### src/rtl/core/e2q_pkg.sv
package e2q_pkg;
  localparam int AngleBits = 16;
  localparam int FracBits = 14;
  localparam int CordicStages = 14;
  localparam int WorkFrac = 30;
  localparam int OutW = 16;
  // residual angle at 2^40 per turn, signed
  localparam int ZW = 42;
  // cordic x/y with 30 fraction bits plus headroom
  localparam int XW = 33;
  localparam logic signed [XW-1:0] GainInit = 33'sd652032874;

  typedef logic signed [XW-1:0] cs_t;

  function automatic logic signed [ZW-1:0] atan_lut(input int i);
    logic signed [ZW-1:0] v;
    unique case (i)
      0: v = 42'sd536870912;  1: v = 42'sd316933406;  2: v = 42'sd167458907;
      3: v = 42'sd85004756;   4: v = 42'sd42667331;   5: v = 42'sd21354465;
      6: v = 42'sd10679838;   7: v = 42'sd5340245;    8: v = 42'sd2670163;
      9: v = 42'sd1335087;   10: v = 42'sd667544;    11: v = 42'sd333772;
      12: v = 42'sd166886;   13: v = 42'sd83443;     14: v = 42'sd41722;
      15: v = 42'sd20861;    16: v = 42'sd10430;     17: v = 42'sd5215;
      18: v = 42'sd2608;     19: v = 42'sd1304;      20: v = 42'sd652;
      21: v = 42'sd326;      22: v = 42'sd163;       23: v = 42'sd81;
      24: v = 42'sd41;       25: v = 42'sd20;        26: v = 42'sd10;
      27: v = 42'sd5;        28: v = 42'sd3;         default: v = 42'sd1;
    endcase
    return v <<< 8;
  endfunction
endpackage

### src/rtl/core/e2q_cordic.sv
module e2q_cordic (
  input  logic clk_i,
  input  logic [e2q_pkg::AngleBits-1:0] angle_i,
  output e2q_pkg::cs_t cos_o,
  output e2q_pkg::cs_t sin_o
);
  import e2q_pkg::*;

  localparam int N = CordicStages;

  logic signed [ZW-1:0] z_q [N+1];
  cs_t x_q [N+1];
  cs_t y_q [N+1];

  always_ff @(posedge clk_i) begin
    // half angle: input times 2^(39-AngleBits)
    z_q[0] <= ZW'($signed(angle_i)) <<< (39 - AngleBits);
    x_q[0] <= GainInit;
    y_q[0] <= '0;
    for (int i = 0; i < N; i++) begin
      if (!z_q[i][ZW-1]) begin
        x_q[i+1] <= x_q[i] - (y_q[i] >>> i);
        y_q[i+1] <= y_q[i] + (x_q[i] >>> i);
        z_q[i+1] <= z_q[i] - atan_lut(i);
      end else begin
        x_q[i+1] <= x_q[i] + (y_q[i] >>> i);
        y_q[i+1] <= y_q[i] - (x_q[i] >>> i);
        z_q[i+1] <= z_q[i] + atan_lut(i);
      end
    end
  end

  assign cos_o = x_q[N];
  assign sin_o = y_q[N];
endmodule
### config.mk
export PLATFORM = sky130hd
export DESIGN_NAME = e2q_cordic
export DESIGN_NICKNAME = d
export VERILOG_FILES = /design/src/rtl/core/e2q_pkg.sv /design/src/rtl/core/e2q_cordic.sv
export SDC_FILE = /design/constraint.sdc
export NUM_CORES = 2
export LEC_CHECK = 0
export ABC_CLOCK_PERIOD_IN_PS = 6100
export BUFFER_PORTS_ARGS = -buffer_cell sky130_fd_sc_hd__buf_2
export CORE_MARGIN = 2
export CORE_UTILIZATION = 60
export CTS_BUF_LIST = sky130_fd_sc_hd__clkbuf_4
export DETAILED_ROUTE_END_ITERATION = 16
export GPL_ROUTABILITY_DRIVEN = 0
export PLACE_DENSITY = 0.76
export SYNTH_ARGS = -nofsm -noshare
export SYNTH_HDL_FRONTEND = slang
export SYNTH_SLANG_ARGS = --single-unit
### constraint.sdc
create_clock -name clk_i -period 6.1 [get_ports clk_i]
set_clock_uncertainty 0.1 [all_clocks]
set_input_delay 0.915 -clock clk_i [delete_from_list [all_inputs] [get_ports clk_i]]
set_output_delay 0.915 -clock clk_i [all_outputs]
set_load 0.01 [all_outputs]
==> impl_metrics.json <==
{
  "grt_overflow": 0,
  "worstMarginPinSlew_ps": 1290,
  "cts_htree_levels": 5,
  "netlist_instances": 10576,
  "synth_edf_count": 0,
  "postCtsSetupBuffers": 0,
  "yosysTopAreaCellShare_pct": 27.0,
  "dp_hpwl_um": 178000,
  "die_h_um": 392,
  "hold_depth": 2,
  "routed_via_density": 6.00,
  "cts_sinks": 1216,
  "placed_area_sq_mm": 0.0927,
  "grt_antenna_before_repair": 6,
  "drv_cap": 0,
  "worstPathRequired_ps": 7180,
  "synthTopCellsByArea": "dfxtp_1 27%, ha_1 16%, xnor2_1 9.5%, a21oi_1 6.4%, xor2_1 5.0%",
  "grt_pass1_wl_um": 366000,
  "drc": 0,
  "wl_per_cell_um": 17.1,
  "ff2ff_path_depth": 16,
  "post_cts_resized": 0,
  "ctsLongestPathBuffers": 4,
  "hold_viol_final": 0,
  "status": "finished clean",
  "fillCellCount": 12610,
  "regArea_sq_mm": 0.0244,
  "slew_violations": 0,
  "slew_headroom_pct": 13.8,
  "setup_violations": 0,
  "synth_nets": 11792,
  "path_clk_slew_ps": 70,
  "yosysSeqAreaShare_pct": 27.0,
  "synth.ff_latch_count": 1216,
  "dr_total_vias": 78825,
  "cp_max_fo": 5,
  "dieArea_sq_mm": 0.153,
  "utilization_pct": 64.9,
  "yosysTopAreaCell": "dfxtp_1",
  "drtPass1Iterations": 7,
  "die-width_um": 392,
  "period_share_pct": 84.8,
  "worst_setup_path_start_kind": "flop",
  "drive_gt1_share_pct": 7.28,
  "clkLatencyLatePin_ps": 1290,
  "portBuffers": 82,
  "cts_buffers": 333,
  "cts_tree": "yes",
  "multi_input_area_sq_mm": 0.0634,
  "syn_avg_cell_area_sq_um": 8.53,
  "layout_min_cycle_time_ps": 5170,
  "core_sq_mm": 0.150,
  "synth-async-reset-ratio_pct": 0,
  "antenna_left": 0,
  "start_util_pct": 60.3,
  "grt_setup_unrepaired": "false",
  "ys_warn_count": 0,
  "crit_type": "reg2reg",
  "max_freq_mhz": 193,
  "wl_um": 225000,
  "grt_use_total_pct": 28.5,
  "area_growth_pct": 7.62,
  "worstPathArrival_ps": 6250,
  "cts_root_buf": "clkbuf_4",
  "critPathCaptureType": "flop",
  "syn_area_sq_mm": 0.0902,
  "tns_ps": 0,
  "dp.cells": 12529,
  "layout_common_cells": "1204 x dfxtp_1, 1164 x ha_1, 1162 x a21oi_1, 975 x xnor2_1, 891 x nor2_1",
  "nNetsFinal": 12095,
  "grt_pass1_vias": 75689,
  "stdcell_area_sq_mm": 0.0970,
  "initialDrtViolationCount": 5723,
  "ys.flop_type": "dfxtp_1",
  "grt_max_degree": 66,
  "rows": 142,
  "synth_cell_types": 118,
  "final_common_cell": "dfxtp_1",
  "fin_cells": 13136,
  "io_pins": 83,
  "hold_class": "in2reg"
}
## registers in the layout, summed over array words and instances, names as in the netlist
signal,count
y_q,430
z_q,382
x_q,404
## per-layer routing
metal	track usage, %	share of wire [%]	vias up
met4	13.9	4.4	4
met1	33.2	42	36707
li1	-	-	39033
met2	50.7	49	2452
met5	0	0.011	-
met3	4.38	5.3	629
## worst max-delay path: stages, from the launching register on
cell       delay [ps]
dfxtp_1           360
nor4_1            460
nand2_1           140
nor4_1            580
nor4b_1           750
nor2_1            120
xnor2_1           160
ha_1              350
and4_1            260
nand2_1            90
a2111oi_0         510
nor4b_1           130
nor3_1            390
a41o_1            300
nand2_1            90
o21ai_1           160
xnor2_1           130
## repair_timing
action / in CTS / in global routing
hold buffers: 31 / 0
setup endpoints to repair: 0 / 0
hold endpoints to repair: 16 / 0
## metrics by stage
step / worst slack, ps / hold slack, ps
after floorplan: 1750 / 210
after global placement: 982 / 211
after detailed placement: 1090 / 212
after CTS: 1050 / 6.23
after global routing: 489 / 61.2
final: 927 / 144
## logic make-up (layout without fill, tap and decap cells)
| family | Yosys count | in the layout | synth area share, % |
|---|---|---|---|
| compound gates | 3200 | 3200 | 22.8 |
| other cells | 0 | 6 | 0 |
| flops | 1216 | 1216 | 27.0 |
| xor+xnor | 1496 | 1496 | 14.6 |
| buf+inv | 647 | 1185 | 2.70 |
| simple gates | 2723 | 2723 | 14.9 |
| fa+ha+maj | 1199 | 1199 | 16.9 |
| mux | 95 | 95 | 1.12 |
## cells in the mapped netlist, types with 37 or more instances
library cell,number
nor2b_1,140
mux2i_1,54
o21bai_1,132
o21a_1,147
nand2_1,475
a31oi_1,114
nor4_1,79
a21oi_1,1162
or2_2,46
and3_1,104
o31ai_1,55
nand3_1,175
xor2_1,518
a211oi_1,103
a21o_1,529
o21ai_0,458
nor3_1,289
mux2_2,40
nand2b_1,150
and2_1,62
nor2_1,891
xnor2_1,975
nand4_1,86
o211ai_1,48
clkbuf_1,134
inv_1,466
or4_1,37
dfxtp_1,1216
ha_1,1164
buf_1,39
or3_1,53
## layout make-up
class                      count  area share, %
antenna                        6         0.0155
clock inverter               124          0.692
inverter                     469           1.81
clock buffer                 446           3.45
timing repair buffer         146          0.998
sequential                  1216           25.1
tap                         2016           2.60
multi-input combinational   8713           65.3
## final timing paths
| path | from | slack, ps | end |
|---|---|---|---|
| max | x_q[4][10] | 930 | y_q[4][65] |
| min | angle_i[7] | 140 | z_q[0][30] |
| max reg2reg | x_q[4][10] | 930 | y_q[4][65] |
| min reg2reg | z_q[0][135] | 200 | z_q[0][177] |
Power is not shown: default switching activity piles up to over one toggle a cycle in this logic, so the estimate is an artifact.
